===== src/sv/phlm_pkg.sv =====
`timescale 1ns / 1ps
// ----------------------------------------------------------------------------
// phlm_pkg
// Shared types, widths and drawing helpers of the peak-hold level meter.
// ----------------------------------------------------------------------------
package phlm_pkg;

    // Field widths
    localparam int MASK_W   = 9;
    localparam int VEL_W    = 7;
    localparam int VEL_FIELDS = 9;
    localparam int LVL_W    = 5;
    localparam int TMR_W    = 7;
    localparam int SCALE_W  = 16;
    localparam int CHAN_W   = 4;
    localparam int COL_W    = 8;
    localparam int IN_DATA_W  = 72;
    localparam int OUT_DATA_W = 32;
    localparam int OUT_USER_W = 4;
    localparam int CFG_IDX_W  = 2;

    // Q4.12 scale: drop 12 fraction bits
    localparam int FRAC_W   = 12;
    localparam int PROD_W   = VEL_W + SCALE_W;

    localparam logic [LVL_W-1:0] MAX_LEVEL = 5'd16;
    localparam logic [LVL_W-1:0] HALF_LEVEL = 5'd8;

    // Register indexes
    localparam logic [CFG_IDX_W-1:0] REG_VELOCITY_SCALE   = 2'd0;
    localparam logic [CFG_IDX_W-1:0] REG_PEAK_HOLD_TICKS  = 2'd1;
    localparam logic [CFG_IDX_W-1:0] REG_PEAK_DECAY_TICKS = 2'd2;

    // Register reset values
    localparam logic [SCALE_W-1:0] VELOCITY_SCALE_RST   = 16'd516;
    localparam logic [TMR_W-1:0]   PEAK_HOLD_TICKS_RST  = 7'd100;
    localparam logic [TMR_W-1:0]   PEAK_DECAY_TICKS_RST = 7'd3;

    // Level/peak pair carried down the result chain
    typedef struct packed {
        logic [LVL_W-1:0] level;
        logic [LVL_W-1:0] peak;
    } res_t;

    // Per-cycle strobes shared by every channel cell
    typedef struct packed {
        logic capture;   // input beat taken into the scale stage
        logic load;      // state update, chain reload
        logic shift;     // chain moves one place toward channel 0
    } ctl_t;

    // Filled bar of h rows (0..8) in one byte, from bit 7 downward
    function automatic logic [COL_W-1:0] bar_byte(input logic [3:0] h);
        logic [15:0] w;
        begin
            w = 16'h00FF << (4'd8 - h);
            return w[7:0];
        end
    endfunction

    // Single dot at height h (0..8); height 0 draws nothing
    function automatic logic [COL_W-1:0] dot_byte(input logic [3:0] h);
        logic [15:0] w;
        begin
            w = 16'h0001 << (4'd8 - h);
            return w[7:0];
        end
    endfunction

endpackage


===== src/sv/phlm_cell.sv =====
`timescale 1ns / 1ps
// ----------------------------------------------------------------------------
// phlm_cell
// One meter channel: velocity scaling stage, level/peak/hold state and one
// place of the result chain that drains toward channel 0.
// ----------------------------------------------------------------------------
module phlm_cell (
    input  logic                          clk,
    input  logic                          rst_n,
    input  phlm_pkg::ctl_t                ctl,
    input  logic                          active,
    input  logic [phlm_pkg::VEL_W-1:0]    velocity,
    input  logic [phlm_pkg::SCALE_W-1:0]  velocity_scale,
    input  logic [phlm_pkg::TMR_W-1:0]    peak_hold_ticks,
    input  logic [phlm_pkg::TMR_W-1:0]    peak_decay_ticks,
    input  phlm_pkg::res_t                chain_in,
    output phlm_pkg::res_t                chain_out
);

    logic [phlm_pkg::PROD_W-1:0]          prod;
    logic [phlm_pkg::PROD_W-phlm_pkg::FRAC_W-1:0] shifted;
    logic [phlm_pkg::LVL_W-1:0]           scaled;

    logic [phlm_pkg::LVL_W-1:0] scaled_reg;
    logic                       act_reg;

    logic [phlm_pkg::LVL_W-1:0] level_reg, level_next;
    logic [phlm_pkg::LVL_W-1:0] peak_reg,  peak_next;
    logic [phlm_pkg::TMR_W-1:0] timer_reg, timer_next;

    phlm_pkg::res_t chain_reg;

    // Scale and saturate the velocity
    always_comb
    begin
        prod    = phlm_pkg::PROD_W'(velocity) * phlm_pkg::PROD_W'(velocity_scale);
        shifted = prod[phlm_pkg::PROD_W-1:phlm_pkg::FRAC_W];
        if (shifted > (phlm_pkg::PROD_W-phlm_pkg::FRAC_W)'(phlm_pkg::MAX_LEVEL))
            scaled = phlm_pkg::MAX_LEVEL;
        else
            scaled = shifted[phlm_pkg::LVL_W-1:0];
    end

    // Scale stage register
    always_ff @(posedge clk)
    begin
        if (ctl.capture)
        begin
            scaled_reg <= scaled;
            act_reg    <= active;
        end
    end

    // Level, peak and hold timer update for one tick
    always_comb
    begin
        level_next = level_reg;
        peak_next  = peak_reg;
        timer_next = timer_reg;
        if (act_reg)
        begin
            level_next = scaled_reg;
            if (scaled_reg > peak_reg)
            begin
                peak_next  = scaled_reg;
                timer_next = peak_hold_ticks;
            end
        end
        else
        begin
            if (level_reg != '0)
                level_next = level_reg - 1'b1;
            if (timer_reg == '0 && peak_reg != '0)
            begin
                peak_next  = peak_reg - 1'b1;
                timer_next = peak_decay_ticks;
            end
            else if (timer_reg != '0)
            begin
                timer_next = timer_reg - 1'b1;
            end
        end
    end

    always_ff @(posedge clk or negedge rst_n)
    begin
        if (!rst_n)
        begin
            level_reg <= '0;
            peak_reg  <= '0;
            timer_reg <= '0;
        end
        else if (ctl.load)
        begin
            level_reg <= level_next;
            peak_reg  <= peak_next;
            timer_reg <= timer_next;
        end
    end

    // Result chain: reload on update, else take the neighbor's entry
    always_ff @(posedge clk)
    begin
        if (ctl.load)
        begin
            chain_reg.level <= level_next;
            chain_reg.peak  <= peak_next;
        end
        else if (ctl.shift)
        begin
            chain_reg <= chain_in;
        end
    end

    assign chain_out = chain_reg;

endmodule


===== src/sv/phlm_out.sv =====
`timescale 1ns / 1ps
// ----------------------------------------------------------------------------
// phlm_out
// Draws the two column bytes for the channel at the head of the chain and
// holds the result beat until the receiver takes it.
// ----------------------------------------------------------------------------
module phlm_out (
    input  logic                                clk,
    input  logic                                rst_n,
    input  logic                                pop,
    input  phlm_pkg::res_t                      head,
    input  logic [phlm_pkg::CHAN_W-1:0]         chan,
    input  logic                                is_last,
    output logic                                m_tvalid,
    input  logic                                m_tready,
    output logic [phlm_pkg::OUT_DATA_W-1:0]     m_tdata,
    output logic [phlm_pkg::OUT_USER_W-1:0]     m_tuser,
    output logic                                m_tlast
);

    logic [phlm_pkg::COL_W-1:0] top;
    logic [phlm_pkg::COL_W-1:0] bot;
    logic [phlm_pkg::LVL_W-1:0] lv_hi;
    logic [phlm_pkg::LVL_W-1:0] pk_hi;

    logic                              vld_reg, vld_next;
    logic [phlm_pkg::OUT_DATA_W-1:0]   data_reg;
    logic [phlm_pkg::OUT_USER_W-1:0]   user_reg;
    logic                              last_reg;

    // Bar with peak dot, split into upper and lower eight rows
    always_comb
    begin
        lv_hi = head.level - phlm_pkg::HALF_LEVEL;
        pk_hi = head.peak - phlm_pkg::HALF_LEVEL;
        if (head.level > phlm_pkg::HALF_LEVEL)
        begin
            top = phlm_pkg::bar_byte(lv_hi[3:0]);
            bot = 8'hFF;
        end
        else
        begin
            top = '0;
            bot = phlm_pkg::bar_byte(head.level[3:0]);
        end
        if (head.peak > phlm_pkg::HALF_LEVEL)
            top = top | phlm_pkg::dot_byte(pk_hi[3:0]);
        else
            bot = bot | phlm_pkg::dot_byte(head.peak[3:0]);
    end

    // Output beat valid
    always_comb
    begin
        vld_next = vld_reg;
        if (pop)
            vld_next = 1'b1;
        else if (m_tready)
            vld_next = 1'b0;
    end

    always_ff @(posedge clk or negedge rst_n)
    begin
        if (!rst_n)
            vld_reg <= 1'b0;
        else
            vld_reg <= vld_next;
    end

    // Output payload
    always_ff @(posedge clk)
    begin
        if (pop)
        begin
            data_reg <= {6'd0, bot, top, head.peak, head.level};
            user_reg <= chan;
            last_reg <= is_last;
        end
    end

    assign m_tvalid = vld_reg;
    assign m_tdata  = data_reg;
    assign m_tuser  = user_reg;
    assign m_tlast  = last_reg;

endmodule


===== src/sv/peak_hold_level_meter.sv =====
`timescale 1ns / 1ps
// ----------------------------------------------------------------------------
// peak_hold_level_meter
// Per-channel bar meter with peak hold and decay, drawing two column bytes.
// ----------------------------------------------------------------------------
// Usage:
//   Input channel (s_*): one beat per meter tick, carrying the active mask
//   and nine channel velocities. Output channel (m_*): NUM_CHANNELS beats per
//   tick, channels in ascending order, tlast on the final one; tuser holds
//   the channel index.
//   Path: on an idle meter a taken tick passes the scale stage register, the
//   state update and the output register before the first result beat is valid.
//   Throughput: the chain of channel cells drains one result beat per cycle
//   while the receiver is ready; the next tick is taken and scaled while the
//   previous one is still draining.
//   Config port: cfg_we/cfg_addr/cfg_wdata, index 0 velocity_scale (Q4.12),
//   1 peak_hold_ticks, 2 peak_decay_ticks; other indexes are ignored.
//   Write only while the meter is idle.
//   Reset clears all levels, peaks and hold timers and restores registers.
//   A stalled receiver holds the output beat; the chain stops and, once the
//   scale stage is full, s_tready drops.
// ----------------------------------------------------------------------------
module peak_hold_level_meter #(
    parameter int NUM_CHANNELS = 9
) (
    input  logic                                clk,
    input  logic                                rst_n,
    // Config write port
    input  logic                                cfg_we,
    input  logic [phlm_pkg::CFG_IDX_W-1:0]      cfg_addr,
    input  logic [phlm_pkg::SCALE_W-1:0]        cfg_wdata,
    // Tick input
    input  logic                                s_tvalid,
    output logic                                s_tready,
    // [8:0] active_mask, then velocity_0..velocity_8, 7 bits each from bit 9
    input  logic [phlm_pkg::IN_DATA_W-1:0]      s_tdata,
    // Result output
    output logic                                m_tvalid,
    input  logic                                m_tready,
    // [4:0] bar_level, [9:5] peak_level, [17:10] upper_column,
    // [25:18] lower_column, [31:26] zero
    output logic [phlm_pkg::OUT_DATA_W-1:0]     m_tdata,
    // [3:0] channel
    output logic [phlm_pkg::OUT_USER_W-1:0]     m_tuser,
    output logic                                m_tlast
);

    localparam int CNT_W = $clog2(NUM_CHANNELS + 1);

    logic [phlm_pkg::SCALE_W-1:0] velocity_scale_reg;
    logic [phlm_pkg::TMR_W-1:0]   peak_hold_ticks_reg;
    logic [phlm_pkg::TMR_W-1:0]   peak_decay_ticks_reg;

    logic             a_vld_reg, a_vld_next;
    logic [CNT_W-1:0] cnt_reg, cnt_next;

    logic             accept;
    logic             pop;
    logic             load;
    phlm_pkg::ctl_t   ctl;
    logic [phlm_pkg::CHAN_W-1:0] chan_full;

    phlm_pkg::res_t   chain [NUM_CHANNELS+1];

    // Config registers
    always_ff @(posedge clk or negedge rst_n)
    begin
        if (!rst_n)
        begin
            velocity_scale_reg   <= phlm_pkg::VELOCITY_SCALE_RST;
            peak_hold_ticks_reg  <= phlm_pkg::PEAK_HOLD_TICKS_RST;
            peak_decay_ticks_reg <= phlm_pkg::PEAK_DECAY_TICKS_RST;
        end
        else if (cfg_we)
        begin
            unique case (cfg_addr)
                phlm_pkg::REG_VELOCITY_SCALE:
                    velocity_scale_reg <= cfg_wdata;
                phlm_pkg::REG_PEAK_HOLD_TICKS:
                    peak_hold_ticks_reg <= cfg_wdata[phlm_pkg::TMR_W-1:0];
                phlm_pkg::REG_PEAK_DECAY_TICKS:
                    peak_decay_ticks_reg <= cfg_wdata[phlm_pkg::TMR_W-1:0];
                default: ;
            endcase
        end
    end

    // Handshake and chain control
    always_comb
    begin
        pop        = (cnt_reg != '0) && (!m_tvalid || m_tready);
        load       = a_vld_reg && ((cnt_reg == '0) || ((cnt_reg == CNT_W'(1)) && pop));
        s_tready   = !a_vld_reg || load;
        accept     = s_tvalid && s_tready;

        a_vld_next = a_vld_reg;
        if (accept)
            a_vld_next = 1'b1;
        else if (load)
            a_vld_next = 1'b0;

        cnt_next = cnt_reg;
        if (load)
            cnt_next = CNT_W'(NUM_CHANNELS);
        else if (pop)
            cnt_next = cnt_reg - 1'b1;

        ctl.capture = accept;
        ctl.load    = load;
        ctl.shift   = pop;

        chan_full = phlm_pkg::CHAN_W'(NUM_CHANNELS) - phlm_pkg::CHAN_W'(cnt_reg);
    end

    always_ff @(posedge clk or negedge rst_n)
    begin
        if (!rst_n)
        begin
            a_vld_reg <= 1'b0;
            cnt_reg   <= '0;
        end
        else
        begin
            a_vld_reg <= a_vld_next;
            cnt_reg   <= cnt_next;
        end
    end

    assign chain[NUM_CHANNELS] = '0;

    // Row of channel cells
    for (genvar i = 0; i < NUM_CHANNELS; i++)
    begin : g_ch
        logic                         ch_active;
        logic [phlm_pkg::VEL_W-1:0]   ch_velocity;

        if (i < phlm_pkg::VEL_FIELDS)
        begin : g_in
            assign ch_active   = s_tdata[i];
            assign ch_velocity =
                s_tdata[phlm_pkg::MASK_W + i*phlm_pkg::VEL_W +: phlm_pkg::VEL_W];
        end
        else
        begin : g_none
            assign ch_active   = 1'b0;
            assign ch_velocity = '0;
        end

        phlm_cell u_ch (
            .clk              (clk),
            .rst_n            (rst_n),
            .ctl              (ctl),
            .active           (ch_active),
            .velocity         (ch_velocity),
            .velocity_scale   (velocity_scale_reg),
            .peak_hold_ticks  (peak_hold_ticks_reg),
            .peak_decay_ticks (peak_decay_ticks_reg),
            .chain_in         (chain[i+1]),
            .chain_out        (chain[i])
        );
    end

    // Drawing and output register
    phlm_out u_out (
        .clk      (clk),
        .rst_n    (rst_n),
        .pop      (pop),
        .head     (chain[0]),
        .chan     (chan_full),
        .is_last  (cnt_reg == CNT_W'(1)),
        .m_tvalid (m_tvalid),
        .m_tready (m_tready),
        .m_tdata  (m_tdata),
        .m_tuser  (m_tuser),
        .m_tlast  (m_tlast)
    );

endmodule

===== config.mk =====
export PLATFORM = sky130hd
export DESIGN_NAME = peak_hold_level_meter
export DESIGN_NICKNAME = d
export VERILOG_FILES = /design/src/sv/phlm_pkg.sv /design/src/sv/phlm_cell.sv /design/src/sv/phlm_out.sv /design/src/sv/peak_hold_level_meter.sv
export SDC_FILE = /design/constraint.sdc
export NUM_CORES = 2
export LEC_CHECK = 0
export ABC_AREA = 1
export BUFFER_PORTS_ARGS = -buffer_cell sky130_fd_sc_hd__buf_2
export CAP_MARGIN = 25
export CORE_AREA = 2 2 429 431
export CTS_CLUSTER_DIAMETER = 100
export DETAILED_ROUTE_END_ITERATION = 10
export DIE_AREA = 0 0 431 433
export GPL_ROUTABILITY_DRIVEN = 0
export SLEW_MARGIN = 0
export SYNTH_ARGS = -nofsm -noshare
export SYNTH_HDL_FRONTEND = slang
export SYNTH_SLANG_ARGS = --single-unit

===== constraint.sdc =====
create_clock -name clk -period 6.9 [get_ports clk]
set_clock_uncertainty 0.05 [all_clocks]
set_input_delay 1.035 -clock clk [delete_from_list [all_inputs] [get_ports clk]]
set_output_delay 1.035 -clock clk [all_outputs]
set_load 0.005 [all_outputs]

# Yosys cells after proc, flatten, opt, wreduce, memory -nomap -nowiden
# Index checks and enable logic that the tools add are counted.
# word_totals
ff_bits	364
elab_cells	344
output_inout_bits	39
inputBits	95
# classes
n_reduce_logical	81
eq_ne	12
magnitude_cmp	20
add_sub_neg	35
shifts	4
n_mul	9
n_mux	109
n_bitwise	2
# ops
operator	count
$mux W7	36
$mux W5	45
$mul A7 B16 Y23	9
$mux W10	18
$gt A11 B5 Y1 const B	9
$reduce_bool A5 Y1	18
$sub A5 B1 Y5 const B	18
$logic_not A7 Y1	9
$reduce_bool A7 Y1	9
$sub A7 B1 Y7 const B	9
$gt A5 B5 Y1	9
$mux W8	4
$reduce_and A3 Y1	9
$reduce_bool A3 Y1	9
$sub A4 B4 Y4 const A	5
$ne A2 B2 Y1 const B	9
$or A8 B8 Y8	2
$shl A1 B4 Y8 const A	2
$shl A8 B4 Y8 const A	2
$logic_and A1 B1 Y1	13
$gt A5 B4 Y1 const B	2
$mux W4	2
$sub A4 B4 Y4 const B	2
$reduce_and A2 Y1	3
11 further kinds	19

# Longest topological paths before layout
# depth
depth_word	9
depth_mapped	31
mapped_depth_nobuf	27

# Cells and area by module
# Synthesis repeated with hierarchy kept, for this count alone.
# hier_totals
hier_cells	7802
area_unflattened_um2	55398.1
# modules_own_cells
mod	seq_area_each_um2	n_inst	cells_per_inst	area_per_inst_um2
phlm_cell at g_ch[0].u_ch ...	905.9	4	824	5806.8
phlm_cell at g_ch[6].u_ch ...	905.9	2	853	5878.1
phlm_cell at g_ch[8].u_ch	905.9	1	840	5818.1
phlm_cell at g_ch[4].u_ch	905.9	1	827	5810.6
phlm_cell at g_ch[5].u_ch	905.9	1	833	5755.5
peak_hold_level_meter	884.6	1	169	1540.2
phlm_out	955.9	1	131	1490.2

# Least setup slack after synthesis
# Ideal clock, no wire load.
# synth_timing
path_type	in2reg
from	input s_tdata[67] (netlist bit)
to	register g_ch[8].u_ch.scaled_reg[0] (netlist bit), data pin
setup_time_ns	0.256
t_required_ns	6.594
stages	22
arrival_time_ns	4.990
setup_slack_ns	1.604
path_buffers	2
path_cell_list	clkbuf_1 clkbuf_1 nand2_1 inv_1 fa_1 fa_1 fa_1 inv_1 fa_1 inv_1 ha_1 nand2_1 inv_1 nand2_1 nand2_1 a21oi_1 nand2_1 a21oi_1 xor2_1 nand2_1 nand4_1 nor2_1
# synth_via
elab_chain_cells	2
# synth_lines
element	line_no	text
start: declaration	peak_hold_level_meter.sv:36	input logic [phlm_pkg::IN_DATA_W-1:0] s_tdata,
$mul A7 B16 Y23 (*)	phlm_cell.sv:36	prod = phlm_pkg::PROD_W'(velocity) * phlm_pkg::PROD_W'(velocity_scale);
$gt A11 B5 Y1	phlm_cell.sv:38	if (shifted > (phlm_pkg::PROD_W-phlm_pkg::FRAC_W)'(phlm_pkg::MAX_LEVEL))
end signal: assignment	phlm_cell.sv:49	scaled_reg <= scaled;
end: declaration	phlm_cell.sv:24	logic [phlm_pkg::LVL_W-1:0] scaled_reg;
# Mark *: on every way between the ends. The rest lies on a longest branch, timed or not.
# A chain may end at the register's enable or synchronous reset.

# Worst setup path after layout
# layout_timing
from	register velocity_scale_reg[2] (netlist bit)
to	register g_ch[3].u_ch.scaled_reg[0] (netlist bit), data pin
# layout_via
elab_chain_cells	2
# layout_lines
element	line_no	text
start: declaration	peak_hold_level_meter.sv:50	logic [phlm_pkg::SCALE_W-1:0] velocity_scale_reg;
start signal: assignment	peak_hold_level_meter.sv:70	velocity_scale_reg <= phlm_pkg::VELOCITY_SCALE_RST;
start signal: assignment	peak_hold_level_meter.sv:78	velocity_scale_reg <= cfg_wdata;
$mul A7 B16 Y23 (*)	phlm_cell.sv:36	
$gt A11 B5 Y1	phlm_cell.sv:38	
end signal: assignment	phlm_cell.sv:49	
end: declaration	phlm_cell.sv:24	
# Marks and branches as above.

==> results_dict.tcl <==
set metrics [dict create \
    ys_ff_latch 364 \
    seqCellArea_mm2 0.0100 \
    post_cts_resized 0 \
    portBuffers 127 \
    stdcell_count 10100 \
    wire_per_inst_um 15.0 \
    max_cap_viol_count 0 \
    peakVddDrop_v 0.000271 \
    dieWidth_um 431 \
    rsz0062_at_grt "no" \
    multi_input_area_mm2 0.0359 \
    numCtsBuffers 47 \
    seq_area_frac_synth_pct 18.4 \
    initial_utilization_pct 29.9 \
    fin_crit_sh_pct 82.1 \
    htree_levels 2 \
    start_kind "flip-flop" \
    synth.avg_cell_area_um2 7.05 \
    synthesis.area_mm2 0.0544 \
    grt_pass1_wl_mm 249 \
    clkSinkCount 364 \
    synthArstFlopShare_pct 51.9 \
    cts_tree "yes" \
    final_cell_mix "nand2_1, inv_1, fa_1, ha_1, nor2_1" \
    coreArea_mm2 0.182 \
    tightest_slew_ns 0.973 \
    critPathKind "flip-flop to flip-flop" \
    ys.flop_type "dfrtp_1" \
    final_common_cell "nand2_1" \
    worst_slack_ns 1.23 \
    synth-edff-count 175 \
    max_slew_margin_pct 35.1 \
    via_count 46900 \
    drive_above_1_share_pct 4.83 \
    area.growth.synth_to_final_pct 8.50 \
    clk_pin_slew_ns 0.06 \
    via_per_inst 4.66 \
    cts_setup_buffers 0 \
    drt-initial-drc-count 3014 \
    cpMostUsedCell "fa_1" \
    grt_pass1_vias 47700 \
    reg2reg_depth 19 \
    yosysWarnings 0 \
    finalSetupTns_ns 0 \
    p_leak_nw 35.4 \
    drtAntennaViolNets 0 \
    placed_cells 9971 \
    critical_path.cell_chain "buf_4 -> nand2_1 -> inv_1 -> fa_1 -> fa_1 -> fa_1 -> inv_1 -> fa_1 -> inv_1 -> ha_1 -> a21oi_1 -> nand2_1 -> a21oi_1 -> a21oi_1 -> o21bai_1 -> nand2_1 -> a21oi_2 -> nand3_1 -> nor2_1" \
    period_needed_ns 5.67 \
    dp_hpwl_mm 116 \
    gr-usage-all-layers_pct 16.3 \
    status "complete, no violations" \
    setup_viol 0 \
    clock_latency_ns 0.65 \
    post-route-cell-area_mm2 0.0591 \
    n_fill_cell 19400 \
    largest_reg_flops 90 \
    dpl-instance-area_mm2 0.0573 \
    die_h_um 433 \
    totalWireLength_mm 151 \
    cp_slowest_stage_delay_ns 1.12 \
    slowest_stage "dfstp_2" \
    synth.distinct_cells 58 \
    cp.required_ns 7.33 \
    postCtsHoldBufs 0 \
    critPathArrivalTime_ns 6.10 \
    crit_path_end_kind "flip-flop" \
    slew_violations 0 \
    cts_buffer_depth 3 \
    min_path_type "primary input to async pin" \
    pre_cts_ws_ns 1.27 \
    power_density_mw_per_mm2 504 \
    layout.nets 8782 \
    drcViolationCount 0 \
    antenna_found_initial 30 \
    die_area_mm2 0.187 \
    grt-ovfl-total 0 \
    root_buffer "clkbuf_16" \
    ioPinCount 134 \
    num_rows 157 \
    synth_cells 7725 \
    fmax_ghz 0.176 \
    worst-path-max-fanout 22 \
    finalHoldViolations 0 \
    first_pass_iters 6 \
    grt_max_degree 157 \
]
[synth_stat cells (4+ instances only)]
| cell type | n | area [um2] |
|---|---|---|
| clkbuf_2 | 4 | 20.0 |
| buf_2 | 24 | 120 |
| o21ai_0 | 341 | 1710 |
| o221ai_1 | 7 | 61.3 |
| and3_1 | 15 | 93.8 |
| a32oi_2 | 5 | 81.3 |
| dfrtp_1 | 182 | 4550 |
| fa_1 | 612 | 12300 |
| nor2_2 | 14 | 87.6 |
| a21oi_1 | 222 | 1110 |
| nand3b_1 | 30 | 225 |
| clkinv_1 | 5 | 18.8 |
| a21o_1 | 5 | 37.5 |
| inv_2 | 18 | 67.6 |
| buf_4 | 18 | 135 |
| nor2_1 | 372 | 1400 |
| nor3_1 | 55 | 275 |
| clkbuf_1 | 236 | 886 |
| o21bai_1 | 25 | 188 |
| o211ai_1 | 83 | 623 |
| a31oi_1 | 4 | 25.0 |
| nand3_2 | 4 | 40.0 |
| inv_1 | 1914 | 7180 |
| nand2_1 | 2383 | 8940 |
| buf_1 | 34 | 128 |
| xor2_1 | 67 | 587 |
| a22oi_1 | 8 | 60.1 |
| nand2_2 | 17 | 106 |
| mux2_2 | 11 | 124 |
| xnor2_1 | 23 | 201 |
| nor4_1 | 10 | 62.6 |
| edfxtp_1 | 175 | 5260 |
| o31ai_1 | 18 | 135 |
| dfstp_2 | 7 | 184 |
| ha_1 | 439 | 5490 |
| nand3_1 | 214 | 1070 |
| and2_1 | 9 | 56.3 |
| o21ai_1 | 7 | 35.0 |
| or2_2 | 4 | 25.0 |
| nand4_1 | 45 | 282 |
| o22ai_1 | 26 | 163 |
[metal layers]
layer	vias up	wire length, um	GRT usage [%]	share of wire, %
met5	-	104	0	0.069
met4	16	4760	4.55	3.1
met3	262	7940	1.85	5.2
met2	1197	72400	28.6	48
met1	22500	66100	21.2	44
li1	22900	-	-	-
[power breakdown]
group          total [W]  switching [W]  leakage [nW]  internal (W)
combinational     0.0226         0.0145          30.6       0.00805
clock            0.00273        0.00111         0.835       0.00162
sequential       0.00447       0.000932          3.98       0.00354
[through the flow]
stage	hold WS, ns	power, W	util (%)
2_1_floorplan	0.375	0.0214	-
3_3_place_gp	0.385	0.0265	31.5
3_5_place_dp	0.386	0.0269	31.5
4_1_cts	0.316	0.0298	32.4
5_1_grt	0.343	0.0337	32.4
6_report	0.325	0.0297	32.4
[logic make-up (layout without fill, tap and decap cells)]
kind of cell               count (synthesis)  count (layout)  share of synthesized area, %
buffers and inverters                   2257            2202                          15.8
muxes                                     13              13                         0.264
AOI/OAI and AO/OA                        764             764                          7.96
DFF                                      364             364                          18.4
adders and majority gates               1051            1051                          32.6
other                                      1              15                       0.00689
and+or+nand+nor                         3183            3183                          23.5
xor gates and xnor gates                  92              92                          1.51
[worst max-delay path, delay by kind of cell, from the launching register on]
family                   cells  cell delay, ns
adder cells (fa/ha/maj)      5            2.23
AND/OR/NAND/NOR              5            0.58
flip-flops                   1            1.12
buffers and inverters        4            0.52
AO/OA/AOI/OAI                5            1.01
[final timing paths]
kind	from	to	slack (ns)
min in group clk	cnt_reg[1]	u_out.m_tuser[1]	0.40
worst min-delay path	rst_n	u_out.m_tvalid	0.33
worst max register to register	velocity_scale_reg[2]	g_ch[3].u_ch.scaled_reg[0]	1.23
worst max-delay path	velocity_scale_reg[2]	g_ch[3].u_ch.scaled_reg[0]	1.23
worst min register to register	cnt_reg[1]	u_out.m_tuser[1]	0.40
max in group asynchronous	rst_n	velocity_scale_reg[8]	5.17
[area by class of cell]
cell class,count,share of cell area [%]
timing repair buffer,177,2.01
antenna,9,0.0381
clock inverter,35,0.826
multi-input combinational,5109,60.7
inverter,1937,12.3
clock buffer,53,2.10
tap,2385,5.05
sequential,364,16.9
Power figures use the tool's default switching activity.
